--- src/hw/rtl/irpd_pkg.sv ---
// Package for the IR pulse distance decoder: types, register codes, reset values.
// Used by every module of the decoder; depends on nothing.
package irpd_pkg;

    // Build-time defaults
    localparam int CODE_BYTES_DEF  = 4;
    localparam int QUEUE_DEPTH_DEF = 2;

    // Bytes of code that the result carries
    localparam int STORE_BYTES = 4;

    // Field widths
    localparam int TICK_W  = 8;
    localparam int IVAL_W  = 7;
    localparam int ADDR_W  = 3;
    localparam int DATA_W  = 8;
    localparam int CODE_W  = 8 * STORE_BYTES;

    // Counter tops (saturation)
    localparam logic [TICK_W-1:0] TICK_TOP = '1;
    localparam logic [IVAL_W-1:0] IVAL_TOP = '1;

    // Register reset values
    localparam logic [7:0] HEADER_MIN_RST  = 8'd120;
    localparam logic [7:0] REPEAT_LOW_RST  = 8'd105;
    localparam logic [7:0] REPEAT_HIGH_RST = 8'd115;
    localparam logic [7:0] ZERO_MAX_RST    = 8'd14;
    localparam logic [7:0] ONE_LIMIT_RST   = 8'd28;
    localparam logic [7:0] TIMEOUT_RST     = 8'd200;
    localparam logic [6:0] MAX_IVAL_RST    = 7'd80;

    // Register indexes on the configuration channel
    typedef enum logic [ADDR_W-1:0] {
        CFG_HEADER_MIN  = 3'd0,
        CFG_REPEAT_LOW  = 3'd1,
        CFG_REPEAT_HIGH = 3'd2,
        CFG_ZERO_MAX    = 3'd3,
        CFG_ONE_LIMIT   = 3'd4,
        CFG_TIMEOUT     = 3'd5,
        CFG_MAX_IVAL    = 3'd6
    } cfg_addr_t;

    // Capture phase
    typedef enum logic [1:0] {
        PH_IDLE    = 2'd0,
        PH_CAPTURE = 2'd1
    } phase_t;

    // Frame class set by the first interval
    typedef enum logic [1:0] {
        FC_UNKNOWN = 2'd0,
        FC_DATA    = 2'd1,
        FC_REPEAT  = 2'd2,
        FC_OTHER   = 2'd3
    } frame_class_t;

    // Classified operation passed from front to back
    typedef enum logic {
        OP_TICK = 1'b0,
        OP_FALL = 1'b1
    } op_t;

    // Input action codes
    localparam logic ACT_TICK = 1'b0;
    localparam logic ACT_PIN  = 1'b1;

    // Result kinds
    localparam logic KIND_DATA   = 1'b0;
    localparam logic KIND_REPEAT = 1'b1;

    // Live configuration
    typedef struct packed {
        logic [7:0] header_min;
        logic [7:0] repeat_low;
        logic [7:0] repeat_high;
        logic [7:0] zero_max;
        logic [7:0] one_limit;
        logic [7:0] timeout;
        logic [6:0] max_ival;
    } cfg_t;

    // Front to queue push
    typedef struct packed {
        logic push;
        op_t  op;
    } push_t;

endpackage

--- src/hw/rtl/irpd_if.sv ---
// Handshake channel interfaces of the IR pulse distance decoder.
// Depends on irpd_pkg for field widths.

// Input events: ticks and pin changes
interface irpd_in_if;
    logic valid;
    logic ready;
    logic action;
    logic level;
    modport source (output valid, output action, output level, input ready);
    modport sink   (input valid, input action, input level, output ready);
endinterface

// Decoded results
interface irpd_out_if;
    logic       valid;
    logic       ready;
    logic       kind;
    logic [7:0] byte_first;
    logic [7:0] byte_second;
    logic [7:0] byte_third;
    logic [7:0] byte_fourth;
    modport source (output valid, output kind, output byte_first, output byte_second,
                    output byte_third, output byte_fourth, input ready);
    modport sink   (input valid, input kind, input byte_first, input byte_second,
                    input byte_third, input byte_fourth, output ready);
endinterface

// Register writes
interface irpd_cfg_if;
    logic                         valid;
    logic                         ready;
    logic [irpd_pkg::ADDR_W-1:0]  addr;
    logic [irpd_pkg::DATA_W-1:0]  wdata;
    modport source (output valid, output addr, output wdata, input ready);
    modport sink   (input valid, input addr, input wdata, output ready);
endinterface

--- src/hw/rtl/irpd_cfg_regs.sv ---
// Configuration register file of the IR pulse distance decoder.
// Depends on irpd_pkg and irpd_cfg_if.
module irpd_cfg_regs (
    input  logic               clk,
    input  logic               rst_n,
    irpd_cfg_if.sink           cfg_ch,
    output irpd_pkg::cfg_t     cfg
);

    irpd_pkg::cfg_t cfg_reg;
    irpd_pkg::cfg_t cfg_next;

    assign cfg_ch.ready = 1'b1;
    assign cfg          = cfg_reg;

    // Decode the write index; unknown indexes are dropped
    always_comb
    begin
        cfg_next = cfg_reg;
        if (cfg_ch.valid)
        begin
            case (irpd_pkg::cfg_addr_t'(cfg_ch.addr))
                irpd_pkg::CFG_HEADER_MIN:  cfg_next.header_min  = cfg_ch.wdata;
                irpd_pkg::CFG_REPEAT_LOW:  cfg_next.repeat_low  = cfg_ch.wdata;
                irpd_pkg::CFG_REPEAT_HIGH: cfg_next.repeat_high = cfg_ch.wdata;
                irpd_pkg::CFG_ZERO_MAX:    cfg_next.zero_max    = cfg_ch.wdata;
                irpd_pkg::CFG_ONE_LIMIT:   cfg_next.one_limit   = cfg_ch.wdata;
                irpd_pkg::CFG_TIMEOUT:     cfg_next.timeout     = cfg_ch.wdata;
                irpd_pkg::CFG_MAX_IVAL:    cfg_next.max_ival    = cfg_ch.wdata[6:0];
                default:                   cfg_next = cfg_reg;
            endcase
        end
    end

    always_ff @(posedge clk or negedge rst_n)
    begin
        if (!rst_n)
        begin
            cfg_reg.header_min  <= irpd_pkg::HEADER_MIN_RST;
            cfg_reg.repeat_low  <= irpd_pkg::REPEAT_LOW_RST;
            cfg_reg.repeat_high <= irpd_pkg::REPEAT_HIGH_RST;
            cfg_reg.zero_max    <= irpd_pkg::ZERO_MAX_RST;
            cfg_reg.one_limit   <= irpd_pkg::ONE_LIMIT_RST;
            cfg_reg.timeout     <= irpd_pkg::TIMEOUT_RST;
            cfg_reg.max_ival    <= irpd_pkg::MAX_IVAL_RST;
        end
        else
        begin
            cfg_reg <= cfg_next;
        end
    end

endmodule

--- src/hw/rtl/irpd_front.sv ---
// Front end of the IR pulse distance decoder: accepts items and classifies them.
// Depends on irpd_pkg and irpd_in_if.
module irpd_front (
    irpd_in_if.sink            in_ch,
    input  logic               q_ready,
    output irpd_pkg::push_t    push
);

    logic accept;

    // Accept whenever the queue has room
    assign in_ch.ready = q_ready;
    assign accept      = in_ch.valid && q_ready;

    // Ticks and falling edges go on; rising edges are dropped here
    always_comb
    begin
        push.push = 1'b0;
        push.op   = irpd_pkg::OP_TICK;
        if (accept)
        begin
            if (in_ch.action == irpd_pkg::ACT_TICK)
            begin
                push.push = 1'b1;
                push.op   = irpd_pkg::OP_TICK;
            end
            else if (!in_ch.level)
            begin
                push.push = 1'b1;
                push.op   = irpd_pkg::OP_FALL;
            end
        end
    end

endmodule

--- src/hw/rtl/irpd_queue.sv ---
// Short FIFO of classified operations between front and back end.
// Depends on irpd_pkg.
module irpd_queue #(
    parameter int DEPTH = irpd_pkg::QUEUE_DEPTH_DEF
) (
    input  logic               clk,
    input  logic               rst_n,
    input  irpd_pkg::push_t    push,
    output logic               q_ready,
    output logic               q_valid,
    output irpd_pkg::op_t      q_op,
    input  logic               pop
);

    localparam int PW = (DEPTH > 1) ? $clog2(DEPTH) : 1;
    localparam int CW = $clog2(DEPTH + 1);
    localparam logic [PW-1:0] LAST = PW'(DEPTH - 1);

    irpd_pkg::op_t   slot_reg [DEPTH];
    logic [PW-1:0]   wr_reg, wr_next;
    logic [PW-1:0]   rd_reg, rd_next;
    logic [CW-1:0]   cnt_reg, cnt_next;
    logic            do_push;
    logic            do_pop;

    assign q_ready = (cnt_reg != CW'(DEPTH));
    assign q_valid = (cnt_reg != '0);
    assign q_op    = slot_reg[rd_reg];
    assign do_push = push.push && q_ready;
    assign do_pop  = pop && q_valid;

    // Pointer and fill count update
    always_comb
    begin
        wr_next  = wr_reg;
        rd_next  = rd_reg;
        cnt_next = cnt_reg;
        if (do_push)
        begin
            wr_next = (wr_reg == LAST) ? '0 : wr_reg + 1'b1;
        end
        if (do_pop)
        begin
            rd_next = (rd_reg == LAST) ? '0 : rd_reg + 1'b1;
        end
        if (do_push && !do_pop)
        begin
            cnt_next = cnt_reg + 1'b1;
        end
        else if (!do_push && do_pop)
        begin
            cnt_next = cnt_reg - 1'b1;
        end
    end

    always_ff @(posedge clk or negedge rst_n)
    begin
        if (!rst_n)
        begin
            wr_reg  <= '0;
            rd_reg  <= '0;
            cnt_reg <= '0;
        end
        else
        begin
            wr_reg  <= wr_next;
            rd_reg  <= rd_next;
            cnt_reg <= cnt_next;
        end
    end

    // Storage, no reset needed
    always_ff @(posedge clk)
    begin
        if (do_push)
        begin
            slot_reg[wr_reg] <= push.op;
        end
    end

endmodule

--- src/hw/rtl/irpd_back.sv ---
// Back end of the IR pulse distance decoder: capture state, bit assembly, result register.
// Depends on irpd_pkg and irpd_out_if.
module irpd_back #(
    parameter int CODE_BYTES = irpd_pkg::CODE_BYTES_DEF
) (
    input  logic               clk,
    input  logic               rst_n,
    input  irpd_pkg::cfg_t     cfg,
    input  logic               q_valid,
    input  irpd_pkg::op_t      q_op,
    output logic               pop,
    irpd_out_if.source         out_ch
);

    localparam int BDW = $clog2(CODE_BYTES + 1);
    localparam logic [BDW-1:0] BD_FULL = BDW'(CODE_BYTES);

    irpd_pkg::phase_t               phase_reg, phase_next;
    irpd_pkg::frame_class_t         class_reg, class_next;
    logic [irpd_pkg::TICK_W-1:0]    tick_reg, tick_next;
    logic [irpd_pkg::IVAL_W-1:0]    ival_reg, ival_next;
    logic [7:0]                     sbyte_reg, sbyte_next;
    logic [2:0]                     bib_reg, bib_next;
    logic [BDW-1:0]                 bd_reg, bd_next;
    logic [irpd_pkg::CODE_W-1:0]    code_reg, code_next;
    logic                           oval_reg, oval_next;
    logic                           okind_reg, okind_next;
    logic [irpd_pkg::CODE_W-1:0]    ocode_reg, ocode_next;

    logic                           go;
    logic                           finish;
    logic                           emit;
    logic                           bit_ok;
    logic                           bit_val;
    logic [7:0]                     shifted;
    logic [3:0]                     bd_wide;

    // Work on the next operation when the result slot is free or draining
    assign go  = q_valid && (!oval_reg || out_ch.ready);
    assign pop = go;

    assign shifted = {sbyte_reg[6:0], bit_val};
    assign bd_wide = 4'(bd_reg);

    // Sort a bit interval into zero, one or skip
    always_comb
    begin
        bit_ok  = 1'b0;
        bit_val = 1'b0;
        if ((tick_reg != '0) && (tick_reg <= cfg.zero_max))
        begin
            bit_ok = 1'b1;
        end
        else if ((tick_reg > cfg.zero_max) && (tick_reg < cfg.one_limit))
        begin
            bit_ok  = 1'b1;
            bit_val = 1'b1;
        end
    end

    // Next state, capture end and result
    always_comb
    begin
        phase_next = phase_reg;
        class_next = class_reg;
        tick_next  = tick_reg;
        ival_next  = ival_reg;
        sbyte_next = sbyte_reg;
        bib_next   = bib_reg;
        bd_next    = bd_reg;
        code_next  = code_reg;
        finish     = 1'b0;
        emit       = 1'b0;

        if (go)
        begin
            case (q_op)
                irpd_pkg::OP_TICK:
                begin
                    if (phase_reg == irpd_pkg::PH_CAPTURE)
                    begin
                        tick_next = (tick_reg == irpd_pkg::TICK_TOP) ? tick_reg
                                                                      : tick_reg + 1'b1;
                        finish    = (tick_next > cfg.timeout);
                    end
                end
                irpd_pkg::OP_FALL:
                begin
                    if (phase_reg != irpd_pkg::PH_CAPTURE)
                    begin
                        phase_next = irpd_pkg::PH_CAPTURE;
                        tick_next  = '0;
                        ival_next  = '0;
                        class_next = irpd_pkg::FC_UNKNOWN;
                        sbyte_next = '0;
                        bib_next   = '0;
                        bd_next    = '0;
                    end
                    else
                    begin
                        // First interval classes the frame
                        if (ival_reg == '0)
                        begin
                            if (tick_reg > cfg.header_min)
                            begin
                                class_next = irpd_pkg::FC_DATA;
                            end
                            else if ((tick_reg > cfg.repeat_low) &&
                                     (tick_reg < cfg.repeat_high))
                            begin
                                class_next = irpd_pkg::FC_REPEAT;
                            end
                            else
                            begin
                                class_next = irpd_pkg::FC_OTHER;
                            end
                        end
                        else if ((class_reg == irpd_pkg::FC_DATA) && bit_ok &&
                                 (bd_reg < BD_FULL))
                        begin
                            // MSB-first bit assembly; a full byte is stored at once
                            if (bib_reg == 3'd7)
                            begin
                                if (bd_wide < 4'(irpd_pkg::STORE_BYTES))
                                begin
                                    code_next[8*bd_wide[1:0] +: 8] = shifted;
                                end
                                bd_next    = bd_reg + 1'b1;
                                bib_next   = '0;
                                sbyte_next = '0;
                            end
                            else
                            begin
                                sbyte_next = shifted;
                                bib_next   = bib_reg + 1'b1;
                            end
                        end
                        tick_next = '0;
                        ival_next = (ival_reg == irpd_pkg::IVAL_TOP) ? ival_reg
                                                                      : ival_reg + 1'b1;
                        finish    = (ival_next > cfg.max_ival);
                    end
                end
                default:
                begin
                    finish = 1'b0;
                end
            endcase
        end

        if (finish)
        begin
            phase_next = irpd_pkg::PH_IDLE;
            emit = ((class_next == irpd_pkg::FC_DATA) && (bd_next >= BD_FULL)) ||
                   (class_next == irpd_pkg::FC_REPEAT);
        end
    end

    // Result register
    always_comb
    begin
        oval_next  = oval_reg;
        okind_next = okind_reg;
        ocode_next = ocode_reg;
        if (emit)
        begin
            oval_next  = 1'b1;
            okind_next = (class_next == irpd_pkg::FC_REPEAT) ? irpd_pkg::KIND_REPEAT
                                                              : irpd_pkg::KIND_DATA;
            ocode_next = code_next;
        end
        else if (out_ch.ready)
        begin
            oval_next = 1'b0;
        end
    end

    assign out_ch.valid       = oval_reg;
    assign out_ch.kind        = okind_reg;
    assign out_ch.byte_first  = ocode_reg[7:0];
    assign out_ch.byte_second = ocode_reg[15:8];
    assign out_ch.byte_third  = ocode_reg[23:16];
    assign out_ch.byte_fourth = ocode_reg[31:24];

    // Control state
    always_ff @(posedge clk or negedge rst_n)
    begin
        if (!rst_n)
        begin
            phase_reg <= irpd_pkg::PH_IDLE;
            class_reg <= irpd_pkg::FC_UNKNOWN;
            tick_reg  <= '0;
            ival_reg  <= '0;
            sbyte_reg <= '0;
            bib_reg   <= '0;
            bd_reg    <= '0;
            code_reg  <= '0;
            oval_reg  <= 1'b0;
        end
        else
        begin
            phase_reg <= phase_next;
            class_reg <= class_next;
            tick_reg  <= tick_next;
            ival_reg  <= ival_next;
            sbyte_reg <= sbyte_next;
            bib_reg   <= bib_next;
            bd_reg    <= bd_next;
            code_reg  <= code_next;
            oval_reg  <= oval_next;
        end
    end

    // Result payload
    always_ff @(posedge clk)
    begin
        okind_reg <= okind_next;
        ocode_reg <= ocode_next;
    end

    // A falling edge while idle opens a capture
    a_start: assert property (@(posedge clk) disable iff (!rst_n)
        (go && (q_op == irpd_pkg::OP_FALL) && (phase_reg == irpd_pkg::PH_IDLE))
        |=> (phase_reg == irpd_pkg::PH_CAPTURE))
        else $error("falling edge in idle did not start capture");

    // A result is only loaded at capture end
    a_emit_idle: assert property (@(posedge clk) disable iff (!rst_n)
        emit |=> (phase_reg == irpd_pkg::PH_IDLE) && oval_reg)
        else $error("result loaded without ending capture");

    // Once all bytes are in, no partial byte is being built
    a_bits_stop: assert property (@(posedge clk) disable iff (!rst_n)
        (bd_reg >= BD_FULL) |-> (bib_reg == '0))
        else $error("bits taken after the code was complete");

    // Idle ticks leave the tick counter alone
    a_idle_tick: assert property (@(posedge clk) disable iff (!rst_n)
        ((phase_reg == irpd_pkg::PH_IDLE) && !(go && (q_op == irpd_pkg::OP_FALL)))
        |=> $stable(tick_reg))
        else $error("tick counter moved while idle");

endmodule

--- src/hw/rtl/ir_pulse_distance_decoder.sv ---
// IR pulse distance decoder top level. The item that ends a capture is held in the queue,
// then the back end loads the result register from it; a result still waiting stalls this.
// Throughput: 1 item per cycle while the result slot is free or draining; a QUEUE_DEPTH
// queue lets the input keep flowing while a result waits, until the queue is full.
// Reset (rst_n, async, low): registers to defaults, idle, code store zero, queue empty.
module ir_pulse_distance_decoder #(
    parameter int CODE_BYTES  = irpd_pkg::CODE_BYTES_DEF,
    parameter int QUEUE_DEPTH = irpd_pkg::QUEUE_DEPTH_DEF
) (
    input  logic         clk,
    input  logic         rst_n,
    irpd_in_if.sink      in_ch,
    irpd_out_if.source   out_ch,
    irpd_cfg_if.sink     cfg_ch
);

    irpd_pkg::cfg_t   cfg;
    irpd_pkg::push_t  push;
    irpd_pkg::op_t    q_op;
    logic             q_ready;
    logic             q_valid;
    logic             pop;

    // Register file
    irpd_cfg_regs u_cfg (
        .clk    (clk),
        .rst_n  (rst_n),
        .cfg_ch (cfg_ch),
        .cfg    (cfg)
    );

    // Item intake and classification
    irpd_front u_front (
        .in_ch   (in_ch),
        .q_ready (q_ready),
        .push    (push)
    );

    // Decoupling queue
    irpd_queue #(
        .DEPTH (QUEUE_DEPTH)
    ) u_queue (
        .clk     (clk),
        .rst_n   (rst_n),
        .push    (push),
        .q_ready (q_ready),
        .q_valid (q_valid),
        .q_op    (q_op),
        .pop     (pop)
    );

    // Capture and decode
    irpd_back #(
        .CODE_BYTES (CODE_BYTES)
    ) u_back (
        .clk     (clk),
        .rst_n   (rst_n),
        .cfg     (cfg),
        .q_valid (q_valid),
        .q_op    (q_op),
        .pop     (pop),
        .out_ch  (out_ch)
    );

endmodule

--- src/flat_wrapper.sv ---
// flat-port wrapper written by rule: the top's interface ports become plain ports
module ir_pulse_distance_decoder_flat 
#(
    parameter int CODE_BYTES  = irpd_pkg::CODE_BYTES_DEF,
    parameter int QUEUE_DEPTH = irpd_pkg::QUEUE_DEPTH_DEF
)
  (clk, rst_n, in_ch_valid, in_ch_action, in_ch_level, in_ch_ready, out_ch_valid, out_ch_kind, out_ch_byte_first, out_ch_byte_second, out_ch_byte_third, out_ch_byte_fourth, out_ch_ready, cfg_ch_valid, cfg_ch_addr, cfg_ch_wdata, cfg_ch_ready);
  irpd_in_if in_ch_i ();
  irpd_out_if out_ch_i ();
  irpd_cfg_if cfg_ch_i ();
  input  logic clk;
  input  logic rst_n;
  input wire logic [$bits(in_ch_i.valid)-1:0] in_ch_valid;
  input wire logic [$bits(in_ch_i.action)-1:0] in_ch_action;
  input wire logic [$bits(in_ch_i.level)-1:0] in_ch_level;
  output wire logic [$bits(in_ch_i.ready)-1:0] in_ch_ready;
  output wire logic [$bits(out_ch_i.valid)-1:0] out_ch_valid;
  output wire logic [$bits(out_ch_i.kind)-1:0] out_ch_kind;
  output wire logic [$bits(out_ch_i.byte_first)-1:0] out_ch_byte_first;
  output wire logic [$bits(out_ch_i.byte_second)-1:0] out_ch_byte_second;
  output wire logic [$bits(out_ch_i.byte_third)-1:0] out_ch_byte_third;
  output wire logic [$bits(out_ch_i.byte_fourth)-1:0] out_ch_byte_fourth;
  input wire logic [$bits(out_ch_i.ready)-1:0] out_ch_ready;
  input wire logic [$bits(cfg_ch_i.valid)-1:0] cfg_ch_valid;
  input wire logic [$bits(cfg_ch_i.addr)-1:0] cfg_ch_addr;
  input wire logic [$bits(cfg_ch_i.wdata)-1:0] cfg_ch_wdata;
  output wire logic [$bits(cfg_ch_i.ready)-1:0] cfg_ch_ready;
  assign in_ch_i.valid = in_ch_valid;
  assign in_ch_i.action = in_ch_action;
  assign in_ch_i.level = in_ch_level;
  assign in_ch_ready = in_ch_i.ready;
  assign out_ch_valid = out_ch_i.valid;
  assign out_ch_kind = out_ch_i.kind;
  assign out_ch_byte_first = out_ch_i.byte_first;
  assign out_ch_byte_second = out_ch_i.byte_second;
  assign out_ch_byte_third = out_ch_i.byte_third;
  assign out_ch_byte_fourth = out_ch_i.byte_fourth;
  assign out_ch_i.ready = out_ch_ready;
  assign cfg_ch_i.valid = cfg_ch_valid;
  assign cfg_ch_i.addr = cfg_ch_addr;
  assign cfg_ch_i.wdata = cfg_ch_wdata;
  assign cfg_ch_ready = cfg_ch_i.ready;
  ir_pulse_distance_decoder #(.CODE_BYTES(CODE_BYTES), .QUEUE_DEPTH(QUEUE_DEPTH)) u_core (.clk(clk), .rst_n(rst_n), .in_ch(in_ch_i), .out_ch(out_ch_i), .cfg_ch(cfg_ch_i));
endmodule
--- config.mk ---
export PLATFORM = sky130hd
export DESIGN_NAME = ir_pulse_distance_decoder_flat
export DESIGN_NICKNAME = d
export VERILOG_FILES = /design/src/hw/rtl/irpd_pkg.sv /design/src/hw/rtl/irpd_if.sv /design/src/hw/rtl/irpd_cfg_regs.sv /design/src/hw/rtl/irpd_front.sv /design/src/hw/rtl/irpd_queue.sv /design/src/hw/rtl/irpd_back.sv /design/src/hw/rtl/ir_pulse_distance_decoder.sv /design/src/flat_wrapper.sv
export SDC_FILE = /design/constraint.sdc
export NUM_CORES = 1
export LEC_CHECK = 0
export ABC_AREA = 1
export BUFFER_PORTS_ARGS = -buffer_cell sky130_fd_sc_hd__clkbuf_2
export CAP_MARGIN = 15
export CELL_PAD_IN_SITES_DETAIL_PLACEMENT = 2
export CELL_PAD_IN_SITES_GLOBAL_PLACEMENT = 2
export CORE_ASPECT_RATIO = 0.6
export CORE_MARGIN = 5
export CORE_UTILIZATION = 42
export CTS_BUF_LIST = sky130_fd_sc_hd__clkbuf_8
export DETAILED_ROUTE_END_ITERATION = 8
export GPL_TIMING_DRIVEN = 0
export PLACE_DENSITY_LB_ADDON = 0.1
export SYNTH_ARGS = -nofsm -noshare
export SYNTH_HDL_FRONTEND = slang
export SYNTH_HIERARCHICAL = 1
export SYNTH_SLANG_ARGS = --single-unit
--- constraint.sdc ---
create_clock -name clk -period 6.25 [get_ports clk]
set_input_delay 0.625 -clock clk [delete_from_list [all_inputs] [get_ports clk]]
set_output_delay 0.625 -clock clk [all_outputs]
set_load 0.005 [all_outputs]
Word level (Yosys, flattened, before mapping)
Memory sizes are Yosys's and may differ from the RTL's.
Index checks and enable logic that the tools add are counted.

word-level totals
  input port bits = 18
  memory bits (read-only) = 0
  memories kept = 1
  logic and storage cells = 157
  latch bits = 0
  register bits after elaboration = 157
  memory bits (writable) = 2
  output and inout bits = 36

memory list
  memory                   depth  width  rd ports  clocked after Yosys merged registers in  write ports  RTL line          text
  u_core.u_queue.slot_reg  2      1      1         0                                        1            irpd_queue.sv:19  irpd_pkg::op_t slot_reg [DEPTH];

operators by class
  mux-type cells = 57
  divide/modulo/power cells = 0
  add/sub/neg operators = 9
  reduce and logical (&&, ||, !) cells = 38
  equal/unequal tests = 17
  magnitude comparators = 11
  multiply operators = 0
  shifts and indexed selects = 2
  bitwise operators = 1

operator list
  operator                                                                  count
  32-bit two-way mux                                                        7
  7-bit two-way mux                                                         6
  5-bit negation with 34-bit output                                         1
  8-bit by 34-bit variable shift with 32-bit output (first input constant)  1
  8-bit by 34-bit variable part select with 32-bit output                   1
  32-bit bitwise mux                                                        1
  8-bit greater-than comparator                                             4
  3-bit two-way mux                                                         10
  2-bit two-way mux                                                         14
  2-bit AND reduction                                                       9
  8-bit < comparator                                                        2
  8-bit two-way mux                                                         2
  8-bit one-hot mux with 2 select lines                                     1
  1-bit two-way mux                                                         15
  2-bit nonzero test                                                        7
  3-bit == test (second input constant)                                     4
  1-bit logical AND                                                         12
  8-bit by 1-bit adder with 8-bit output (second input constant)            1
  8-bit == test (second input constant)                                     1
  8-bit <= comparator                                                       1
  8-bit nonzero test                                                        1
  7-bit by 1-bit adder with 7-bit output (second input constant)            1
  7-bit == test (second input constant)                                     1
  7-bit greater-than comparator                                             1
  other kinds (20)                                                          31

Longest topological paths before layout
Gate-level depths: netlist (run 1).

  depth after elaboration = 16
  gate-level depth with buffers = 19
  depth with buffers taken out = 19

Modules after synthesis
Netlist (run 1), hierarchy kept.

modules (own cells, without submodules)
  module         instances  area an instance (um^2)  seq. area each (um^2)  cells an instance
  irpd_back      1          5860.6                   2592.5                 682
  irpd_cfg_regs  1          2268.4                   1406.3                 251
  irpd_queue     1          316.6                    160.2                  34
  irpd_front     1          33.8                     0.0                    8

Worst setup path after synthesis (run 1)
OpenSTA, ideal clock, no wires.

  path type = flip-flop to flip-flop
  start point = register u_core/u_back/ival_reg[0] (netlist bit)
  end point = register u_core/u_back/ocode_reg[0] (netlist bit), enable pin
  stages on the path, launching flop included = 20
  buffers on the path = 0
  period minus slack after synthesis = 3.300 ns
  data required time = 5.862 ns
  library setup time = 0.388 ns
  arrival time = 2.912 ns
  setup slack = 2.950 ns
  cell sequence = dfrtp_1 > ha_1 > nand2_1 > nor2_1 > inv_1 > nor2_1 > nand2_1 > nand4_1 > nor2_1 > xor2_1 > inv_1 > ha_1 > nand2_1 > nor3b_1 > o22ai_1 > nand2_1 > nand2_1 > inv_1 > nand2_1 > inv_1

on the way
  longest elaborated chain between the ends = 9
  elaborated cells on any way between the ends = 22
  classes of those cells = 1 x add/sub; 2 x order compare; 3 x eq/ne; 13 x mux; 3 x reduce/logical

ends and longest elaborated chain
  what                                                                            RTL line          text
  start, declared                                                                 irpd_back.sv:21   logic [irpd_pkg::IVAL_W-1:0] ival_reg, ival_next;
  start signal, assigned                                                          irpd_back.sv:205  ival_reg <= ival_next;
  branches (longest 8 deep; another with 7-bit by 1-bit adder with 7-bit output)  -
  1-bit two-way mux (*)                                                           irpd_back.sv:151  if (finish)
  via u_core.u_back.emit                                                          irpd_back.sv:32   logic emit;
  end signal, assigned                                                            irpd_back.sv:218  ocode_reg <= ocode_next;
  end, declared                                                                   irpd_back.sv:28   logic [irpd_pkg::CODE_W-1:0] ocode_reg, ocode_next;

Mark *: on every way through the listed nets, which the timed path passes.
A chain may end at the register's enable or synchronous reset.

Worst setup path in the final report (run 1)
  start point = register u_core/u_back/tick_reg[5] (netlist bit)
  end point = register u_core/u_back/ocode_reg[23] (netlist bit), enable pin

on the way
  longest elaborated chain between the ends = 15
  elaborated cells on any way between the ends = 38
  classes of those cells = 1 x add/sub; 8 x order compare; 3 x eq/ne; 18 x mux; 8 x reduce/logical

ends and longest elaborated chain
  what                                                                 RTL line          text
  start, declared                                                      irpd_back.sv:20   logic [irpd_pkg::TICK_W-1:0] tick_reg, tick_next;
  start signal, assigned                                               irpd_back.sv:204  tick_reg <= tick_next;
  8-bit greater-than comparator or 8-bit < comparator (tied branches)  irpd_back.sv:54   else if ((tick_reg > cfg.zero_max) && (tick_reg < cfg.one_limit))
  1-bit logical AND                                                    irpd_back.sv:54
  1-bit two-way mux                                                    irpd_back.sv:54
  1-bit two-way mux                                                    irpd_back.sv:50   if ((tick_reg != '0) && (tick_reg <= cfg.zero_max))
  1-bit logical AND (2 in a row)                                       irpd_back.sv:118  else if ((class_reg == irpd_pkg::FC_DATA) && bit_ok &&
  3-bit two-way mux                                                    irpd_back.sv:118
  3-bit two-way mux                                                    irpd_back.sv:102  if (ival_reg == '0)
  3-bit two-way mux                                                    irpd_back.sv:89   if (phase_reg != irpd_pkg::PH_CAPTURE)
  3-bit two-way mux                                                    irpd_back.sv:77   case (q_op)
  3-bit two-way mux                                                    irpd_back.sv:75   if (go)
  3-bit >= comparator                                                  irpd_back.sv:154  emit = ((class_next == irpd_pkg::FC_DATA) && (bd_next >= BD_FULL)) ||
  1-bit logical AND                                                    irpd_back.sv:154
  1-bit logical OR                                                     irpd_back.sv:154
  1-bit two-way mux (*)                                                irpd_back.sv:151
  via u_core.u_back.emit                                               irpd_back.sv:32

Mark *: on every way through the listed nets, which the timed path passes. The rest lies on a longest branch.

==> reports/metrics.cfg, run 1 <==
[global_routing]
grt_pass1_wl_um=44000
met2_usage_pct=38.2
grtUsageTotal_pct=24.2
grt_remaining_overflow=0
grt.met1_usage_pct=34.7
top_usage_layer=met2
grt_start_max_net_pins=105
grt_pass1_vias=7758
grtUsageMet3_pct=4.35
antenna_found_initial=0

[final_layout]
final_common_cell=nand2_1
fillers=2248
drive_gt1_share_pct=16.6
seq_area_um2=4160
finalNonFillerCells=1335
fin_nets=1133
diodes=0
multi_input_area_um2=3720
synthToLayoutAreaGrowth_pct=13.0
finalCoreUtilization_pct=48.1
final_cell_mix=nand2_1 (324), inv_1 (127), dfrtp_1 (99)
largest_reg_flops=55

[routing]
drt-total-wl_um=27300
vias=6860
drtPass1Iterations=4
ant_nets=0
drt-initial-drc-count=321
routed_via_density=5.14
avgRoutedWirePerCell_um=20.5
drc=0

[pwr]
p_sw_mw=1.35
clock_power_share_pct=24.9
ir_drop_uv=165
p_leak_nw=4.94
p_int_mw=2.09
power_frac_seq_pct=41.0
p_sw_share_pct=39.2
power.density_nw_per_um2=358
combPwrFrac_pct=34.1

[clocking]
ctsLongestPathBuffers=2
cts_tree=yes
cts.root.buffer_cell=clkbuf_8
h-tree-depth=4
worstSkewPairLatency_ps=480
cts_buffers=17
clock-sinks=158
cts_resized=0
post_cts_buffers=0
clk_pin_slew_ps=90

[yosys]
synth-seq-cells=158
yosysUniqueCellTypes=43
synth_area_per_cell_um2=8.70
syn_inst=975
synth_nets=1059
ys_seq_area_share_pct=49.0
synth_area_um2=8480
yosysWarnings=6

[worst_setup_path]
r2r-start=u_core/u_back/tick_reg[5]
reg2reg_slack_ps=2350
rr_endpoint=u_core/u_back/ocode_reg[23]
cp_cell_sequence=inv_1 -> nor2_1 -> nand3_1 -> nor2_1 -> nand2_1 -> nand3_1 -> xor2_1 -> inv_1 -> ha_1 -> nand2_1 -> nor2_1 -> nand3_1 -> o21ai_0 -> o21ai_0 -> nand2_1 -> inv_1 -> nand2_1 -> inv_1 -> buf_16
cp_num_buf_inv=5
critPathArrivalTime_ps=4090
r2r_cells=19
crit_slowest_cell=dfrtp_1
crit_type=reg2reg
required_ps=6430
cp_max_fo=25
critical_path.top_delay_family=simple AND/OR/NAND/NOR gates
cp_slowest_stage_delay_ps=640
end_kind=register
worst_setup_path_start_kind=register

[sta]
rsz0062_at_grt=no
fin_crit_sh_pct=62.5
finalCriticalPeriod_ps=3900
slew_headroom_pct=47.0
hold_violations=0
fmax_ghz=0.256
setup_viol=0
setup_tns_ps=0
fin_worst_skew_ps=20.1
max_slew.worst_pin.slew_ps=789
drv_slew=0
hold-worst-slack_ps=461

[floorplan]
io_pins=54
die_h_um=120
core_um2=19900
dieArea_um2=23200
die_w_um=193
num_rows=40
start_util_pct=42.6

[run]
cap_violations=0

[min_path]
whs_endpoint=u_core/u_back/out_ch.valid
hp-class=in2reg
min_path_cells=4
hold_start=out_ch_ready

[run_status]
status=complete, no violations

[placement]
hpwlAfterDp_um=19500
dpl.cell_count=1301
gp_congestion=0.784
io_buffers=52

## layout make-up
type                    instances  area share (%)
clock inverters                15            2.02
well taps                     273            3.56
flip-flops and latches        158            43.4
repair buffers                 55            3.49
clock buffers                  17            2.44
inverters                     135            5.29
multi-input cells             669            38.8
plain buffers                  13           0.979
## worst max path at each step
stage | slack [ps] | startpoint | cells after the start | end
final | 2350 | u_core/u_back/tick_reg[5] | 19 | u_core/u_back/ocode_reg[23]
after global routing | 2020 | u_core/u_back/tick_reg[5] | 19 | u_core/u_back/ocode_reg[4]
after CTS | 1900 | u_core/u_back/tick_reg[5] | 18 | u_core/u_back/ocode_reg[5]
after detailed placement | 1930 | u_core/u_back/tick_reg[5] | 18 | u_core/u_back/ocode_reg[5]
after global placement | 2210 | u_core/u_back/tick_reg[5] | 17 | u_core/u_back/ocode_reg[4]
after floorplan | 2950 | u_core/u_back/ival_reg[0] | 19 | u_core/u_back/ocode_reg[0]
## power by group through the flow
stage,registers [mW],logic (mW),clock network [mW]
floorplan,1.38,0.782,0
global placement,1.42,1.07,0
detailed placement,1.43,1.15,0
CTS,1.41,1.18,0.875
global route,1.43,1.33,0.929
finish,1.41,1.17,0.856
## worst register-to-register path, cell delays in order (launching register included)
cell	delay (ps)
dfrtp_1	640
inv_1	160
nor2_1	200
nand3_1	110
nor2_1	140
nand2_1	220
nand3_1	170
xor2_1	210
inv_1	90
ha_1	310
nand2_1	100
nor2_1	60
nand3_1	80
o21ai_0	70
o21ai_0	170
nand2_1	70
inv_1	70
nand2_1	90
inv_1	400
buf_16	250
## metrics by stage
step                      worst slack, ps  power [mW]  area (µm²)
after floorplan                      2950        2.17        8480
after global placement               2210        2.49        9080
after detailed placement             1930        2.58        9120
after CTS                            1900        3.46        9560
after global routing                 2020        3.69        9580
final                                2350        3.43        9580
## cell usage after synthesis
| cell | count | area share (%) |
|---|---|---|
| nand3b_1 | 4 | 0.35 |
| nand4_4 | 1 | 0.25 |
| nor2_8 | 1 | 0.24 |
| o21ai_0 | 29 | 1.7 |
| or2_2 | 1 | 0.074 |
| nor3_1 | 4 | 0.24 |
| nor2_2 | 2 | 0.15 |
| nand4_1 | 14 | 1.0 |
| edfxtp_1 | 35 | 12 |
| clkinv_1 | 1 | 0.044 |
| clkbuf_1 | 3 | 0.13 |
| a21oi_1 | 26 | 1.5 |
| dfrtp_1 | 99 | 29 |
| o21bai_1 | 2 | 0.18 |
| o21ai_1 | 3 | 0.18 |
| nor3_4 | 1 | 0.19 |
| nand3_2 | 2 | 0.24 |
| ha_1 | 66 | 9.7 |
| nor3b_1 | 1 | 0.089 |
| nand4_2 | 1 | 0.15 |
| a21o_1 | 2 | 0.18 |
| buf_6 | 4 | 0.53 |
| o31ai_1 | 1 | 0.089 |
| inv_1 | 125 | 5.5 |
| o22ai_1 | 7 | 0.52 |
| inv_2 | 9 | 0.40 |
| nand3_1 | 72 | 4.2 |
| nor2_4 | 7 | 0.93 |
| nand2_1 | 324 | 14 |
| nand2_4 | 8 | 1.1 |
| buf_2 | 3 | 0.18 |
| o21ai_2 | 13 | 1.3 |
| dfstp_2 | 24 | 7.4 |
| nor2_1 | 51 | 2.3 |
| xor2_2 | 1 | 0.19 |
| buf_4 | 3 | 0.27 |
| nand3_4 | 2 | 0.41 |
| a31oi_1 | 1 | 0.074 |
| conb_1 | 1 | 0.044 |
| o21a_1 | 2 | 0.18 |
| nand2_2 | 10 | 0.74 |
| xor2_1 | 8 | 0.83 |
| xnor2_1 | 1 | 0.10 |
## repair_timing
item / in CTS / in global routing
endpoints found under the hold margin: 16 / 0
hold buffers: 1 / 0
endpoints found under the setup margin: 0 / 0
## routing by layer
metal / up-vias / part of all wire [%]
met5: - / 0
met4: 0 / 0.86
met3: 20 / 4.0
met2: 87 / 46
met1: 3484 / 49
li1: 3269 / -
## logic make-up after synthesis
family                   synth area share [%]
AND/OR/NAND/NOR                          27.0
flip-flops                               49.0
buffers and inverters                    7.08
AO/OA/AOI/OAI                            5.98
adder cells (fa/ha/maj)                  9.74
XOR/XNOR                                 1.12
other                                  0.0442
Power figures use the tool's default switching activity.
==> inputs of run 2 (changes only) <==
Settings changed: CORE_UTILIZATION 42 to 39.
Clock period 6.25 ns to 4.03 ns, I/O delays scaled along.
==> run 2 against run 1 <==
Against the previous run:
- combinational power up 56%
- register-to-register slack got worse by 2000 ps
- final cell count is 0.60% higher
- sequential cell count is the same
- global-route usage down 2.4 points
- via count grew 0.64%
- sequential power increased by 55%
- design area about the same
- critical path depth is 1 lower
- largest cell class unchanged
- highest routed layer unchanged
==> reports/metrics.cfg, run 2 (same netlist as run 1, synthesis figures left out) <==
[sta]
drv_slew=0
setup_tns_ps=0
fin_worst_skew_ps=11.3
rsz0062_at_grt=no
max_slew.worst_pin.slew_ps=834
finalCriticalPeriod_ps=3710
fin_crit_sh_pct=92.1
slew_headroom_pct=44.0
fmax_ghz=0.270
setup_ws_ps=320
hold-worst-slack_ps=253
setup_viol=0
hold_violations=0

[floorplan]
io_pins=54
die_h_um=124
core_um2=21200
die_w_um=200
num_rows=41
start_util_pct=40.0
dieArea_um2=24900

[final_layout]
final_common_cell=nand2_1
finalCoreUtilization_pct=45.2
multi_input_area_um2=3720
fillers=2386
design_area_um2=9580
diodes=0
drive_gt1_share_pct=16.9
fin_nets=1135
finalNonFillerCells=1343
final_cell_mix=nand2_1 (324), inv_1 (127), dfrtp_1 (97)
largest_reg_flops=55
synthToLayoutAreaGrowth_pct=12.9
seq_area_um2=4160

[worst_setup_path]
path_common_cell=nand2_1
crit_type=reg2reg
cp_max_fo=17
critical_path.top_delay_family=simple AND/OR/NAND/NOR gates
crit_path_start=u_core/u_back/tick_reg[1]
critPathArrivalTime_ps=3930
required_ps=4250
cp_num_buf_inv=4
r2r-start=u_core/u_back/tick_reg[1]
cp_cell_sequence=ha_1 -> nand3_1 -> nor2_1 -> nand2_1 -> nand3_1 -> xor2_1 -> inv_1 -> ha_1 -> nand2_1 -> nor2_1 -> nand3_1 -> o21ai_0 -> o21ai_0 -> nand2_1 -> inv_1 -> nand2_1 -> clkinvlp_4 -> buf_12
cp_slowest_stage_delay_ps=630
worst_setup_path_start_kind=register
crit_slowest_cell=dfrtp_1
end_kind=register

[placement]
hpwlAfterDp_um=19200
dpl.cell_count=1307
dpl_worst_slack_ps=-328
io_buffers=52
placed_area_um2=9130
gp_congestion=0.806

[clocking]
clk_pin_slew_ps=80
cts.root.buffer_cell=clkbuf_8
h-tree-depth=4
cts_buffers=17
ctsLongestPathBuffers=2
cts_tree=yes
clock-sinks=158
worstSkewPairLatency_ps=470

[run_status]
status=complete, no violations

[routing]
avgRoutedWirePerCell_um=19.6
ant_nets=0
drt-total-wl_um=26300
vias=6904
top_layer_used=met4
drtPass1Iterations=5
routed_via_density=5.14
routedLengthMet1_um=13600
wl_met3_um=909
drc=0
routed-wl-met2_um=11600
drt-initial-drc-count=319

[global_routing]
grt_pass1_wl_um=43000
grt_remaining_overflow=0
antenna_found_initial=0
grtUsageTotal_pct=21.8
grt_pass1_vias=7671
grt_start_max_net_pins=73

[min_path]
hp-class=in2reg
hold_start=out_ch_ready

[pwr]
total_power_mw=5.20
ir_drop_uv=273
p_leak_nw=4.91
power.density_nw_per_um2=543

[run]
cap_violations=0

==> run 2: changes by cell type in the layout (fill, tap and decap cells not counted), sizes merged <==
cell	delta
buf	+1
bufinv	-2
clkbuf	+2
clkinv	-1
clkinvlp	+4
inv	-2
==> run 2: layout make-up <==
| cell class | instances | share of cell area, % |
|---|---|---|
| flip-flops and latches | 158 | 43.5 |
| multi-input cells | 669 | 38.8 |
| inverters | 135 | 5.33 |
| well taps | 279 | 3.65 |
| repair buffers | 56 | 3.62 |
| clock buffers | 19 | 2.73 |
| clock inverters | 13 | 1.32 |
| plain buffers | 13 | 0.980 |
| repair inverters | 1 | 0.0784 |
==> run 2: path summary, 6_finish.rpt <==
path	endpoint	slack (ps)	cells past startpoint
worst max-delay path	u_core/u_back/ocode_reg[3]	320	18
max in group asynchronous	u_core/u_cfg/cfg[36]	2800	3
worst max register to register	u_core/u_back/ocode_reg[3]	320	18
min in group asynchronous	u_core/u_cfg/cfg[28]	460	2
worst min register to register	u_core/u_cfg/cfg[35]	470	2
worst min-delay path	u_core/u_back/out_ch.valid	250	4
==> run 2: worst min-delay path, stage by stage <==
cell      delay, ps
clkbuf_2         80
inv_1            60
nand2_2          90
nand2_1          50
==> run 2: metal layers <==
metal  track usage [%]  vias up
met5                 0        -
met4              4.53        0
met3              3.96       18
met2              33.7       91
met1              32.2     3516
li1                  -     3279
==> run 2: power by group <==
part	internal, mW	switching [mW]
Sequential	1.97	0.215
Combinational	0.603	1.22
Clock	0.573	0.631
Total	3.14	2.06
==> run 2: what timing repair did <==
item / CTS / global route
setup buffers: 1 / 1
hold endpoints to repair: 45 / 0
cloned: 1 / 0
pin swaps: 0 / 0
gates resized for setup: 2 / 2
hold buffers: 1 / 0
setup endpoints to repair: 33 / 33
